`config.mk`:
```
export PLATFORM = sky130hd
export DESIGN_NAME = i2c_register_master_flat
export DESIGN_NICKNAME = d
export VERILOG_FILES = /design/src/i2crm_pkg.sv /design/src/i2crm_if.sv /design/src/i2crm_step.sv /design/src/i2c_register_master.sv /design/src/flat_wrapper.sv
export SDC_FILE = /design/constraint.sdc
export NUM_CORES = 1
export LEC_CHECK = 0
export ABC_AREA = 1
export BUFFER_PORTS_ARGS = -buffer_cell sky130_fd_sc_hd__buf_2
export CAP_MARGIN = 10
export CORE_ASPECT_RATIO = 0.75
export CORE_MARGIN = 5
export CORE_UTILIZATION = 53
export CTS_CLUSTER_DIAMETER = 30
export DETAILED_ROUTE_END_ITERATION = 7
export GPL_TIMING_DRIVEN = 0
export MAX_ROUTING_LAYER = met4
export PLACE_DENSITY = 0.77
export SETUP_SLACK_MARGIN = 0.2
export SLEW_MARGIN = 20
export SYNTH_ARGS = -nofsm -noshare
export SYNTH_HDL_FRONTEND = slang
export SYNTH_SLANG_ARGS = --single-unit
export TNS_END_PERCENT = 50
```
`constraint.sdc`:
```
create_clock -name clk -period 2.1 [get_ports clk]
set_clock_uncertainty 0.15 [all_clocks]
set_input_delay 0.105 -clock clk [delete_from_list [all_inputs] [get_ports clk]]
set_output_delay 0.105 -clock clk [all_outputs]
set_load 0.05 [all_outputs]
```
`src/i2crm_pkg.sv`:
```
// Package with the shared types, constants and phase codes of the I2C register master.
`timescale 1ns / 1ps

package i2crm_pkg;

  // Widths fixed by the request and result fields.
  localparam int unsigned ADDR_W     = 7;
  localparam int unsigned STRETCH_W  = 16;
  localparam int unsigned BYTE_W     = 8;
  localparam int unsigned COUNT_W    = 5;
  localparam int unsigned CFG_IDX_W  = 1;
  localparam int unsigned CFG_DATA_W = 16;

  // Default burst length limit for a read.
  localparam int unsigned MAX_READ_DEFAULT = 16;

  // Register values after reset.
  localparam logic [ADDR_W-1:0]    DEVICE_ADDRESS_RESET = 7'd104;
  localparam logic [STRETCH_W-1:0] STRETCH_LIMIT_RESET  = 16'd1000;

  // Configuration register indexes.
  localparam logic [CFG_IDX_W-1:0] CFG_DEVICE_ADDRESS = 1'd0;
  localparam logic [CFG_IDX_W-1:0] CFG_STRETCH_LIMIT  = 1'd1;

  // Sequencer phases.
  localparam int unsigned PHASE_W = 4;
  localparam logic [PHASE_W-1:0] P_IDLE   = 4'd0;
  localparam logic [PHASE_W-1:0] P_STA_HI = 4'd1;
  localparam logic [PHASE_W-1:0] P_STA_LO = 4'd2;
  localparam logic [PHASE_W-1:0] P_WLOW   = 4'd3;
  localparam logic [PHASE_W-1:0] P_WHIGH  = 4'd4;
  localparam logic [PHASE_W-1:0] P_ALOW   = 4'd5;
  localparam logic [PHASE_W-1:0] P_AHIGH  = 4'd6;
  localparam logic [PHASE_W-1:0] P_RSTART = 4'd7;
  localparam logic [PHASE_W-1:0] P_RLOW   = 4'd8;
  localparam logic [PHASE_W-1:0] P_RHIGH  = 4'd9;
  localparam logic [PHASE_W-1:0] P_MLOW   = 4'd10;
  localparam logic [PHASE_W-1:0] P_MHIGH  = 4'd11;
  localparam logic [PHASE_W-1:0] P_STO_A  = 4'd12;
  localparam logic [PHASE_W-1:0] P_STO_B  = 4'd13;
  localparam logic [PHASE_W-1:0] P_STO_C  = 4'd14;

  // Byte stages of a transaction.
  localparam logic [1:0] STAGE_ADDR_W = 2'd0;
  localparam logic [1:0] STAGE_REG    = 2'd1;
  localparam logic [1:0] STAGE_VALUE  = 2'd2;
  localparam logic [1:0] STAGE_ADDR_R = 2'd3;

  localparam logic [BYTE_W-1:0] MSB_MASK = 8'h80;
  localparam logic [3:0]        BITS_PER_BYTE = 4'd8;

  // Request kinds.
  localparam logic KIND_TICK    = 1'b0;
  localparam logic KIND_COMMAND = 1'b1;

  typedef struct packed {
    logic [PHASE_W-1:0]   phase;
    logic [3:0]           bit_index;
    logic [BYTE_W-1:0]    shift_byte;
    logic [COUNT_W-1:0]   bytes_left;
    logic                 cmd_read;
    logic [BYTE_W-1:0]    cmd_reg;
    logic [BYTE_W-1:0]    cmd_value;
    logic [STRETCH_W-1:0] stretch_count;
    logic                 scl_low;
    logic                 sda_low;
    logic [1:0]           stage;
    logic                 fail_flag;
  } seq_state_t;

  typedef struct packed {
    logic              scl_drive_low;
    logic              sda_drive_low;
    logic              busy_res;
    logic              read_valid;
    logic [BYTE_W-1:0] read_byte;
    logic              read_last;
    logic              done_res;
    logic              failed;
  } result_t;

endpackage

```
`src/i2crm_if.sv`:
```
// Handshake channel interfaces for requests, results and configuration writes.
`timescale 1ns / 1ps

interface i2crm_req_if;
  logic                            valid;
  logic                            ready;
  logic                            kind;
  logic                            is_read;
  logic [i2crm_pkg::BYTE_W-1:0]    reg_address;
  logic [i2crm_pkg::BYTE_W-1:0]    write_value;
  logic [i2crm_pkg::COUNT_W-1:0]   read_count;
  logic                            sda_in;
  logic                            scl_in;

  modport source (output valid, kind, is_read, reg_address, write_value, read_count,
                  sda_in, scl_in, input ready);
  modport sink (input valid, kind, is_read, reg_address, write_value, read_count,
                sda_in, scl_in, output ready);
endinterface

interface i2crm_rsp_if;
  logic                         valid;
  logic                         ready;
  logic                         scl_drive_low;
  logic                         sda_drive_low;
  logic                         busy_res;
  logic                         read_valid;
  logic [i2crm_pkg::BYTE_W-1:0] read_byte;
  logic                         read_last;
  logic                         done_res;
  logic                         failed;

  modport source (output valid, scl_drive_low, sda_drive_low, busy_res, read_valid,
                  read_byte, read_last, done_res, failed, input ready);
  modport sink (input valid, scl_drive_low, sda_drive_low, busy_res, read_valid,
                read_byte, read_last, done_res, failed, output ready);
endinterface

interface i2crm_cfg_if;
  logic                             valid;
  logic                             ready;
  logic [i2crm_pkg::CFG_IDX_W-1:0]  index;
  logic [i2crm_pkg::CFG_DATA_W-1:0] data;

  modport source (output valid, index, data, input ready);
  modport sink (input valid, index, data, output ready);
endinterface

```
`src/i2crm_step.sv`:
```
// Next-state logic of the I2C bit sequencer for one tick or command request.
`timescale 1ns / 1ps

module i2crm_step #(
  parameter int unsigned MAX_READ = i2crm_pkg::MAX_READ_DEFAULT
) (
  input  i2crm_pkg::seq_state_t                 st,
  input  logic                                  kind,
  input  logic                                  is_read,
  input  logic [i2crm_pkg::BYTE_W-1:0]          reg_address,
  input  logic [i2crm_pkg::BYTE_W-1:0]          write_value,
  input  logic [i2crm_pkg::COUNT_W-1:0]         read_count,
  input  logic                                  sda_in,
  input  logic                                  scl_in,
  input  logic [i2crm_pkg::ADDR_W-1:0]          device_address,
  input  logic [i2crm_pkg::STRETCH_W-1:0]       stretch_limit,
  output i2crm_pkg::seq_state_t                 st_next,
  output i2crm_pkg::result_t                    res
);

  logic                          high_phase;
  logic [i2crm_pkg::COUNT_W-1:0] count_clamped;
  logic [i2crm_pkg::BYTE_W-1:0]  addr_byte;
  logic [i2crm_pkg::BYTE_W-1:0]  send_byte;
  logic                          start_send;
  logic [3:0]                    bit_next;
  logic [i2crm_pkg::BYTE_W-1:0]  shifted;
  logic [i2crm_pkg::BYTE_W-1:0]  sampled;
  logic [i2crm_pkg::COUNT_W-1:0] left_next;

  assign addr_byte = {device_address, 1'b0};
  assign bit_next  = st.bit_index + 4'd1;
  assign shifted   = {st.shift_byte[i2crm_pkg::BYTE_W-2:0], 1'b0};
  assign sampled   = {st.shift_byte[i2crm_pkg::BYTE_W-2:0], sda_in};
  assign left_next = (st.bytes_left != '0) ? st.bytes_left - 1'b1 : st.bytes_left;

  always_comb begin
    count_clamped = read_count;
    if (count_clamped == '0) begin
      count_clamped = i2crm_pkg::COUNT_W'(1);
    end
    if (32'(count_clamped) > MAX_READ) begin
      count_clamped = i2crm_pkg::COUNT_W'(MAX_READ);
    end
  end

  assign high_phase = (st.phase == i2crm_pkg::P_STA_HI) || (st.phase == i2crm_pkg::P_WHIGH) ||
                      (st.phase == i2crm_pkg::P_AHIGH)  || (st.phase == i2crm_pkg::P_RHIGH) ||
                      (st.phase == i2crm_pkg::P_MHIGH)  || (st.phase == i2crm_pkg::P_STO_B);

  always_comb begin
    st_next    = st;
    res        = '0;
    start_send = 1'b0;
    send_byte  = '0;

    if (kind == i2crm_pkg::KIND_COMMAND) begin
      if (st.phase == i2crm_pkg::P_IDLE) begin
        st_next.cmd_read      = is_read;
        st_next.cmd_reg       = reg_address;
        st_next.cmd_value     = write_value;
        st_next.bytes_left    = count_clamped;
        st_next.stage         = i2crm_pkg::STAGE_ADDR_W;
        st_next.fail_flag     = 1'b0;
        st_next.stretch_count = '0;
        st_next.bit_index     = '0;
        st_next.shift_byte    = '0;
        st_next.scl_low       = 1'b0;
        st_next.sda_low       = 1'b0;
        st_next.phase         = i2crm_pkg::P_STA_HI;
      end
    end else if (high_phase && !scl_in && (st.stretch_count < stretch_limit)) begin
      // The target holds SCL low: wait, counting ticks up to the limit.
      st_next.stretch_count = st.stretch_count + 1'b1;
    end else begin
      if (high_phase) begin
        st_next.stretch_count = '0;
      end
      unique case (st.phase)
        i2crm_pkg::P_STA_HI: begin
          st_next.scl_low = 1'b0;
          st_next.sda_low = 1'b1;
          st_next.phase   = i2crm_pkg::P_STA_LO;
        end
        i2crm_pkg::P_STA_LO: begin
          start_send = 1'b1;
          send_byte  = (st.stage == i2crm_pkg::STAGE_ADDR_R) ? (addr_byte | 8'h01) : addr_byte;
        end
        i2crm_pkg::P_WLOW: begin
          st_next.scl_low = 1'b0;
          st_next.phase   = i2crm_pkg::P_WHIGH;
        end
        i2crm_pkg::P_WHIGH: begin
          st_next.bit_index = bit_next;
          if (bit_next < i2crm_pkg::BITS_PER_BYTE) begin
            st_next.shift_byte = shifted;
            st_next.scl_low    = 1'b1;
            st_next.sda_low    = (shifted & i2crm_pkg::MSB_MASK) == '0;
            st_next.phase      = i2crm_pkg::P_WLOW;
          end else begin
            st_next.scl_low = 1'b1;
            st_next.sda_low = 1'b0;
            st_next.phase   = i2crm_pkg::P_ALOW;
          end
        end
        i2crm_pkg::P_ALOW: begin
          st_next.scl_low = 1'b0;
          st_next.sda_low = 1'b0;
          st_next.phase   = i2crm_pkg::P_AHIGH;
        end
        i2crm_pkg::P_AHIGH: begin
          if (sda_in) begin
            // Not acknowledged: go straight to stop and report failure.
            st_next.fail_flag = 1'b1;
            st_next.scl_low   = 1'b1;
            st_next.sda_low   = 1'b1;
            st_next.phase     = i2crm_pkg::P_STO_A;
          end else begin
            unique case (st.stage)
              i2crm_pkg::STAGE_ADDR_W: begin
                st_next.stage = i2crm_pkg::STAGE_REG;
                start_send    = 1'b1;
                send_byte     = st.cmd_reg;
              end
              i2crm_pkg::STAGE_REG: begin
                if (st.cmd_read) begin
                  st_next.stage   = i2crm_pkg::STAGE_ADDR_R;
                  st_next.scl_low = 1'b1;
                  st_next.sda_low = 1'b0;
                  st_next.phase   = i2crm_pkg::P_RSTART;
                end else begin
                  st_next.stage = i2crm_pkg::STAGE_VALUE;
                  start_send    = 1'b1;
                  send_byte     = st.cmd_value;
                end
              end
              i2crm_pkg::STAGE_VALUE: begin
                st_next.scl_low = 1'b1;
                st_next.sda_low = 1'b1;
                st_next.phase   = i2crm_pkg::P_STO_A;
              end
              default: begin
                st_next.shift_byte = '0;
                st_next.bit_index  = '0;
                st_next.scl_low    = 1'b1;
                st_next.sda_low    = 1'b0;
                st_next.phase      = i2crm_pkg::P_RLOW;
              end
            endcase
          end
        end
        i2crm_pkg::P_RSTART: begin
          st_next.scl_low = 1'b0;
          st_next.sda_low = 1'b0;
          st_next.phase   = i2crm_pkg::P_STA_HI;
        end
        i2crm_pkg::P_RLOW: begin
          st_next.scl_low = 1'b0;
          st_next.sda_low = 1'b0;
          st_next.phase   = i2crm_pkg::P_RHIGH;
        end
        i2crm_pkg::P_RHIGH: begin
          st_next.shift_byte = sampled;
          st_next.bit_index  = bit_next;
          if (bit_next < i2crm_pkg::BITS_PER_BYTE) begin
            st_next.scl_low = 1'b1;
            st_next.sda_low = 1'b0;
            st_next.phase   = i2crm_pkg::P_RLOW;
          end else begin
            // Byte complete: ACK unless it is the last of the burst.
            st_next.bytes_left = left_next;
            res.read_valid     = 1'b1;
            res.read_byte      = sampled;
            res.read_last      = left_next == '0;
            st_next.scl_low    = 1'b1;
            st_next.sda_low    = left_next != '0;
            st_next.phase      = i2crm_pkg::P_MLOW;
          end
        end
        i2crm_pkg::P_MLOW: begin
          st_next.scl_low = 1'b0;
          st_next.phase   = i2crm_pkg::P_MHIGH;
        end
        i2crm_pkg::P_MHIGH: begin
          if (st.bytes_left != '0) begin
            st_next.shift_byte = '0;
            st_next.bit_index  = '0;
            st_next.scl_low    = 1'b1;
            st_next.sda_low    = 1'b0;
            st_next.phase      = i2crm_pkg::P_RLOW;
          end else begin
            st_next.scl_low = 1'b1;
            st_next.sda_low = 1'b1;
            st_next.phase   = i2crm_pkg::P_STO_A;
          end
        end
        i2crm_pkg::P_STO_A: begin
          st_next.scl_low = 1'b0;
          st_next.sda_low = 1'b1;
          st_next.phase   = i2crm_pkg::P_STO_B;
        end
        i2crm_pkg::P_STO_B: begin
          st_next.scl_low = 1'b0;
          st_next.sda_low = 1'b0;
          st_next.phase   = i2crm_pkg::P_STO_C;
        end
        i2crm_pkg::P_STO_C: begin
          res.done_res      = 1'b1;
          res.failed        = st.fail_flag;
          st_next.fail_flag = 1'b0;
          st_next.phase     = i2crm_pkg::P_IDLE;
        end
        default: begin
          st_next.scl_low = 1'b0;
          st_next.sda_low = 1'b0;
          st_next.phase   = i2crm_pkg::P_IDLE;
        end
      endcase

      if (start_send) begin
        st_next.shift_byte = send_byte;
        st_next.bit_index  = '0;
        st_next.scl_low    = 1'b1;
        st_next.sda_low    = (send_byte & i2crm_pkg::MSB_MASK) == '0;
        st_next.phase      = i2crm_pkg::P_WLOW;
      end
    end

    res.scl_drive_low = st_next.scl_low;
    res.sda_drive_low = st_next.sda_low;
    res.busy_res      = st_next.phase != i2crm_pkg::P_IDLE;
  end

endmodule

```
`src/i2c_register_master.sv`:
```
// Top level of the I2C register master: request and result channels, registers, state.
`timescale 1ns / 1ps

// The I2C register master runs single-register writes and burst reads on an
// open-drain bus. Every request on the req channel is either a half-bit tick
// carrying the sampled SDA and SCL levels, or a new command; a command that
// arrives while a transaction is running is treated as a tick that changes
// nothing. Every accepted request produces exactly one result on the rsp
// channel with the new line drives, the busy flag, any received byte and the
// done and failure flags.
// The sequencer state and the result are both registered at the edge that
// accepts a request, so the result sits in the output register in the cycle
// after; while results are taken, a new request is taken every cycle. The only
// path from request to result is the next-state logic of the bit sequencer.
// When the receiver stalls, the output register holds its result and req
// ready drops until the result is taken; ready is high again in the same
// cycle the result leaves.
// The cfg channel writes the device address and the clock stretch limit; it
// is always ready and is meant to be used while the block is idle.
// Synchronous reset returns the sequencer to idle with both lines released,
// empties the output register and loads the register defaults.
module i2c_register_master #(
  parameter int unsigned MAX_READ = i2crm_pkg::MAX_READ_DEFAULT
) (
  input  logic         clk,
  input  logic         rst,
  i2crm_req_if.sink    req,
  i2crm_rsp_if.source  rsp,
  i2crm_cfg_if.sink    cfg
);

  i2crm_pkg::seq_state_t st;
  i2crm_pkg::seq_state_t st_next;
  i2crm_pkg::result_t    res_next;
  i2crm_pkg::result_t    res;

  logic [i2crm_pkg::ADDR_W-1:0]    device_address;
  logic [i2crm_pkg::STRETCH_W-1:0] stretch_limit;
  logic                            out_valid;
  logic                            req_take;

  // The output register frees up when it is empty or being read this cycle.
  assign req.ready = !out_valid || rsp.ready;
  assign req_take  = req.valid && req.ready;
  assign cfg.ready = 1'b1;

  i2crm_step #(
    .MAX_READ (MAX_READ)
  ) u_step (
    .st             (st),
    .kind           (req.kind),
    .is_read        (req.is_read),
    .reg_address    (req.reg_address),
    .write_value    (req.write_value),
    .read_count     (req.read_count),
    .sda_in         (req.sda_in),
    .scl_in         (req.scl_in),
    .device_address (device_address),
    .stretch_limit  (stretch_limit),
    .st_next        (st_next),
    .res            (res_next)
  );

  // Configuration registers.
  always_ff @(posedge clk) begin
    if (rst) begin
      device_address <= i2crm_pkg::DEVICE_ADDRESS_RESET;
      stretch_limit  <= i2crm_pkg::STRETCH_LIMIT_RESET;
    end else if (cfg.valid) begin
      unique case (cfg.index)
        i2crm_pkg::CFG_DEVICE_ADDRESS: device_address <= cfg.data[i2crm_pkg::ADDR_W-1:0];
        i2crm_pkg::CFG_STRETCH_LIMIT:  stretch_limit  <= cfg.data[i2crm_pkg::STRETCH_W-1:0];
        default: ;
      endcase
    end
  end

  // Sequencer state advances once per accepted request. The all-zero state
  // is idle with both lines released.
  always_ff @(posedge clk) begin
    if (rst) begin
      st <= '0;
    end else if (req_take) begin
      st <= st_next;
    end
  end

  // Output register.
  always_ff @(posedge clk) begin
    if (rst) begin
      out_valid <= 1'b0;
    end else if (req_take) begin
      out_valid <= 1'b1;
    end else if (rsp.ready) begin
      out_valid <= 1'b0;
    end
  end

  always_ff @(posedge clk) begin
    if (req_take) begin
      res <= res_next;
    end
  end

  assign rsp.valid         = out_valid;
  assign rsp.scl_drive_low = res.scl_drive_low;
  assign rsp.sda_drive_low = res.sda_drive_low;
  assign rsp.busy_res      = res.busy_res;
  assign rsp.read_valid    = res.read_valid;
  assign rsp.read_byte     = res.read_byte;
  assign rsp.read_last     = res.read_last;
  assign rsp.done_res      = res.done_res;
  assign rsp.failed        = res.failed;

endmodule
```
`src/flat_wrapper.sv`:
```
// flat-port wrapper written by rule: the top's interface ports become plain ports
module i2c_register_master_flat 
#(
  parameter int unsigned MAX_READ = i2crm_pkg::MAX_READ_DEFAULT
)
  (clk, rst, req_valid, req_kind, req_is_read, req_reg_address, req_write_value, req_read_count, req_sda_in, req_scl_in, req_ready, rsp_valid, rsp_scl_drive_low, rsp_sda_drive_low, rsp_busy_res, rsp_read_valid, rsp_read_byte, rsp_read_last, rsp_done_res, rsp_failed, rsp_ready, cfg_valid, cfg_index, cfg_data, cfg_ready);
  i2crm_req_if req_i ();
  i2crm_rsp_if rsp_i ();
  i2crm_cfg_if cfg_i ();
  input  logic clk;
  input  logic rst;
  input wire logic [$bits(req_i.valid)-1:0] req_valid;
  input wire logic [$bits(req_i.kind)-1:0] req_kind;
  input wire logic [$bits(req_i.is_read)-1:0] req_is_read;
  input wire logic [$bits(req_i.reg_address)-1:0] req_reg_address;
  input wire logic [$bits(req_i.write_value)-1:0] req_write_value;
  input wire logic [$bits(req_i.read_count)-1:0] req_read_count;
  input wire logic [$bits(req_i.sda_in)-1:0] req_sda_in;
  input wire logic [$bits(req_i.scl_in)-1:0] req_scl_in;
  output wire logic [$bits(req_i.ready)-1:0] req_ready;
  output wire logic [$bits(rsp_i.valid)-1:0] rsp_valid;
  output wire logic [$bits(rsp_i.scl_drive_low)-1:0] rsp_scl_drive_low;
  output wire logic [$bits(rsp_i.sda_drive_low)-1:0] rsp_sda_drive_low;
  output wire logic [$bits(rsp_i.busy_res)-1:0] rsp_busy_res;
  output wire logic [$bits(rsp_i.read_valid)-1:0] rsp_read_valid;
  output wire logic [$bits(rsp_i.read_byte)-1:0] rsp_read_byte;
  output wire logic [$bits(rsp_i.read_last)-1:0] rsp_read_last;
  output wire logic [$bits(rsp_i.done_res)-1:0] rsp_done_res;
  output wire logic [$bits(rsp_i.failed)-1:0] rsp_failed;
  input wire logic [$bits(rsp_i.ready)-1:0] rsp_ready;
  input wire logic [$bits(cfg_i.valid)-1:0] cfg_valid;
  input wire logic [$bits(cfg_i.index)-1:0] cfg_index;
  input wire logic [$bits(cfg_i.data)-1:0] cfg_data;
  output wire logic [$bits(cfg_i.ready)-1:0] cfg_ready;
  assign req_i.valid = req_valid;
  assign req_i.kind = req_kind;
  assign req_i.is_read = req_is_read;
  assign req_i.reg_address = req_reg_address;
  assign req_i.write_value = req_write_value;
  assign req_i.read_count = req_read_count;
  assign req_i.sda_in = req_sda_in;
  assign req_i.scl_in = req_scl_in;
  assign req_ready = req_i.ready;
  assign rsp_valid = rsp_i.valid;
  assign rsp_scl_drive_low = rsp_i.scl_drive_low;
  assign rsp_sda_drive_low = rsp_i.sda_drive_low;
  assign rsp_busy_res = rsp_i.busy_res;
  assign rsp_read_valid = rsp_i.read_valid;
  assign rsp_read_byte = rsp_i.read_byte;
  assign rsp_read_last = rsp_i.read_last;
  assign rsp_done_res = rsp_i.done_res;
  assign rsp_failed = rsp_i.failed;
  assign rsp_i.ready = rsp_ready;
  assign cfg_i.valid = cfg_valid;
  assign cfg_i.index = cfg_index;
  assign cfg_i.data = cfg_data;
  assign cfg_ready = cfg_i.ready;
  i2c_register_master #(.MAX_READ(MAX_READ)) u_core (.clk(clk), .rst(rst), .req(req_i), .rsp(rsp_i), .cfg(cfg_i));
endmodule
```
==> summary.txt <==
Status
  – Status: finished with violations
  – Failing checks: negative setup slack

Synth
  – Sequential area share after synthesis: approximately two fifths
  – Yosys Warn Count: 0
  – Number of flops mapped to enable cells by yosys: 15
  – Synth Net Count: about 800
  – Syn Area/Cell: just over 7 sq um
  – Post-synthesis cell type count: between 40 and 50
  – Synth Instances: approximately 740
  – Area of the mapped netlist: around 0.0052 sq mm
  – Ys flop type: dfxtp_1
  – #FFs+latches synth: 97
  – Post-synth ARST share: 0%

Floorplanning
  – Die ar.: approximately 0.012 sq mm
  – Core Box Area: between 0.009 and 0.01 sq mm
  – Die width: ~120 um
  – Die Y: roughly 96 um
  – Initial Utilization: about 54%
  – I/O pins: 65
  – Row Count: 31

Placed design
  – Dpl ws: -0.369 ns
  – HPWL after DPL: ~11000 um
  – Cells after DPL: roughly 930
  – Number of I/O port buffers: 61
  – Routability cong.: slightly above 0.9

Final layout
  – Most frequent cells in the layout: nand2_1 (135), nor2_1 (94), inv_1 (67)
  – Leading cell type in the layout, fill and taps excluded: nand2_1
  – Layout cells sized above 1: around a third
  – Fillers: about 700
  – Area growth syn-to-layout: 42.4%
  – Non-Filler Instances: just over 1k
  – Fin nets: about 950
  – Diodes inserted: 0

Timing
  – Final setup fails: 48
  – Final Hold Fails: 0
  – Actual slew at the worst max-slew pin: 0.676 ns
  – Final setup margin: -0.254 ns
  – Minimum clock period: roughly 2.4 ns
  – Final period util: 112%
  – Slew headroom: 55.0%
  – RSZ-0062 raised after global routing: true
  – Setup TNS: -6.88 ns
  – Fmax: between 400 and 500 MHz
  – Final slew viol count: 0

Setup path
  – Critical Path AT: between 2 and 2.5 ns
  – Crit path largest cell delay: roughly 0.36 ns
  – Reg-to-Reg End: u_core.rsp.busy_res$_DFFE_PP_
  – Critical path's slowest cell: ha_1
  – R2R setup slack: -0.25 ns
  – Crit path launch: u_core.stretch_limit[10]$_SDFFE_PP0P_
  – Max FO, Critical Path: 5
  – Critical-path cell list: inv_1 -> ha_1 -> nand2_4 -> nor4_4 -> nand2_4 -> nand3_4 -> nand2_4 -> buf_8 -> nand2_4 -> nand3_4 -> nor2_4 -> nand3_2
  – CP required: approximately 2 ns
  – Worst r2r src: u_core.stretch_limit[10]$_SDFFE_PP0P_
  – Setup crit start kind: flip-flop
  – Crit end category: flip-flop
  – CP most frequent cell: nand2_4
  – Setup CP Type: reg -> reg
  – R2R depth: 12

Clock tree
  – CTS root buffer: clkbuf_16
  – CTS Buf Count: 9
  – Reg clk slew, reported paths: 0.07 ns
  – CTS H-tree lvls: 3
  – Worst-Skew Late Latency: between 0.3 and 0.4 ns
  – TritonCTS clock tree: yes
  – Clock Path Buffers: 2
  – CTS Sinks: between 90 and 100

Drt
  – Initial DRC count: around 580
  – Post-route ant nets: 0
  – Vias per cell: a little under 6
  – WL per Instance: about 18 um
  – DR DRC count: 0
  – Vias: approximately 6k
  – WL final: ~18000 um
  – Drt first pass iters: 5

Run
  – MaxCap Viol Count: 0

Global routing
  – Number of global-route vias before repair: around 5.4k
  – Initial antenna violation count: 0
  – Total grt overflow: 0
  – Largest net degree at the start of global routing: 24
  – Global-route wire length before repair: 27000 um
  – GRT Resource Usage Total: between 20% and 30%

Worst hold path
  – Hold EP: u_core.device_address[6]$_SDFFE_PP1P_
  – Hold-critical path depth: 4
  – Hold path startpoint: cfg_index
  – Hold/Removal Path Class: in -> reg

Pwr
  – Peak VDD IR: about 0.00045 V
  – Pleak: approximately 0.0032 uW
  – Power Density: ~670 mW/mm^2
cells by family (layout without fill, tap and decap cells):
group / count (synthesis) / in the layout / share of synthesized area (%)
AO/OA/AOI/OAI: 142 / 142 / 15.1
buffers and inverters: 118 / 267 / 9.47
adder cells (fa/ha/maj): 18 / 18 / 4.34
other: 1 / 1 / 0.0722
flip-flops: 97 / 97 / 40.3
AND/OR/NAND/NOR: 356 / 356 / 29.8
XOR/XNOR: 6 / 6 / 1.01
worst max-delay path by stage:
stage	endpoint	slack, ns	cells after the start
final	u_core.rsp.busy_res$_DFFE_PP_	-0.25	12
after detailed placement	u_core.st[21]$_SDFFE_PP0P_	-0.37	12
after global placement	u_core.st[28]$_SDFFE_PP0P_	-0.37	12
after global routing	u_core.rsp.busy_res$_DFFE_PP_	-0.34	12
after floorplan	u_core.rsp.busy_res$_DFFE_PP_	0.08	12
after CTS	u_core.rsp.busy_res$_DFFE_PP_	-0.11	12
metrics by stage:
stage	area (sq um)	utilization [%]	power [uW]	hold WS, ns
after floorplan	5260	-	2750	0.0813
after global placement	5730	59.6	2980	0.179
after detailed placement	5730	59.6	3000	0.183
after CTS	7030	73.1	4770	0.00382
after global routing	7400	76.9	5140	0.0397
final	7400	76.9	4930	0.0143
timing repair:
item                       CTS  global route
buffers inserted            24             7
gates cloned                 2             2
hold endpoints to repair    42             0
hold buffers                37             0
gates resized for setup    129            71
pin swaps                   55            52
setup endpoints to repair   71            71
synth_stat cells (4+ instances only):
master | n | area (sq um)
a21oi_1 | 65 | 325
buf_2 | 4 | 20.0
clkbuf_1 | 10 | 37.5
clkinv_1 | 6 | 22.5
dfxtp_1 | 82 | 1640
edfxtp_1 | 15 | 450
ha_1 | 18 | 225
inv_1 | 84 | 315
inv_2 | 7 | 26.3
nand2_1 | 151 | 567
nand3_1 | 45 | 225
nand4_1 | 8 | 50.1
nor2_1 | 118 | 443
nor2_4 | 5 | 56.3
nor3_1 | 12 | 60.1
o211ai_1 | 9 | 67.6
o21ai_0 | 49 | 245
o22ai_1 | 5 | 31.3
xor2_1 | 4 | 35.0
power by group:
part / internal (uW) / total, uW / leakage [uW] / switching [uW]
sequential: 2010 / 2090 / 0.000832 / 81.4
clock: 869 / 1560 / 0.000137 / 694
combinational: 495 / 1280 / 0.00222 / 785
critical path, delay by kind of cell (launching register included):
family	cells	cell delay (ns)
adder cells (fa/ha/maj)	1	0.36
buffers and inverters	2	0.20
flip-flops	1	0.33
AND/OR/NAND/NOR	9	1.05
final cells by class:
cell class | instances | area [sq um] | share of cell area [%]
multi-input combinational | 523 | 3260 | 44.1
sequential | 97 | 2140 | 28.9
timing repair buffer | 133 | 1010 | 13.6
inverter | 97 | 389 | 5.26
clock buffer | 14 | 264 | 3.57
tap | 132 | 165 | 2.23
buffer | 21 | 159 | 2.15
clock inverter | 2 | 11.3 | 0.152
flip-flops by register name, summed over array words and instances, names as in the netlist:
name,cells
u_core.st,58
u_core.stretch_limit,16
u_core.rsp.read_byte,8
u_core.device_address,7
u_core.rsp.busy_res,1
u_core.rsp.done_res,1
u_core.rsp.failed,1
u_core.rsp.read_last,1
u_core.rsp.read_valid,1
u_core.rsp.scl_drive_low,1
u_core.rsp.sda_drive_low,1
u_core.rsp.valid,1
per-layer routing:
metal	global-route usage (%)	vias up	part of all wire, %
met2	46.8	359	46
met3	6.27	86	9.4
met1	37.0	2743	41
met5	-	-	0
met4	12.6	0	4.2
li1	-	2700	-
Power figures use the tool's default switching activity.
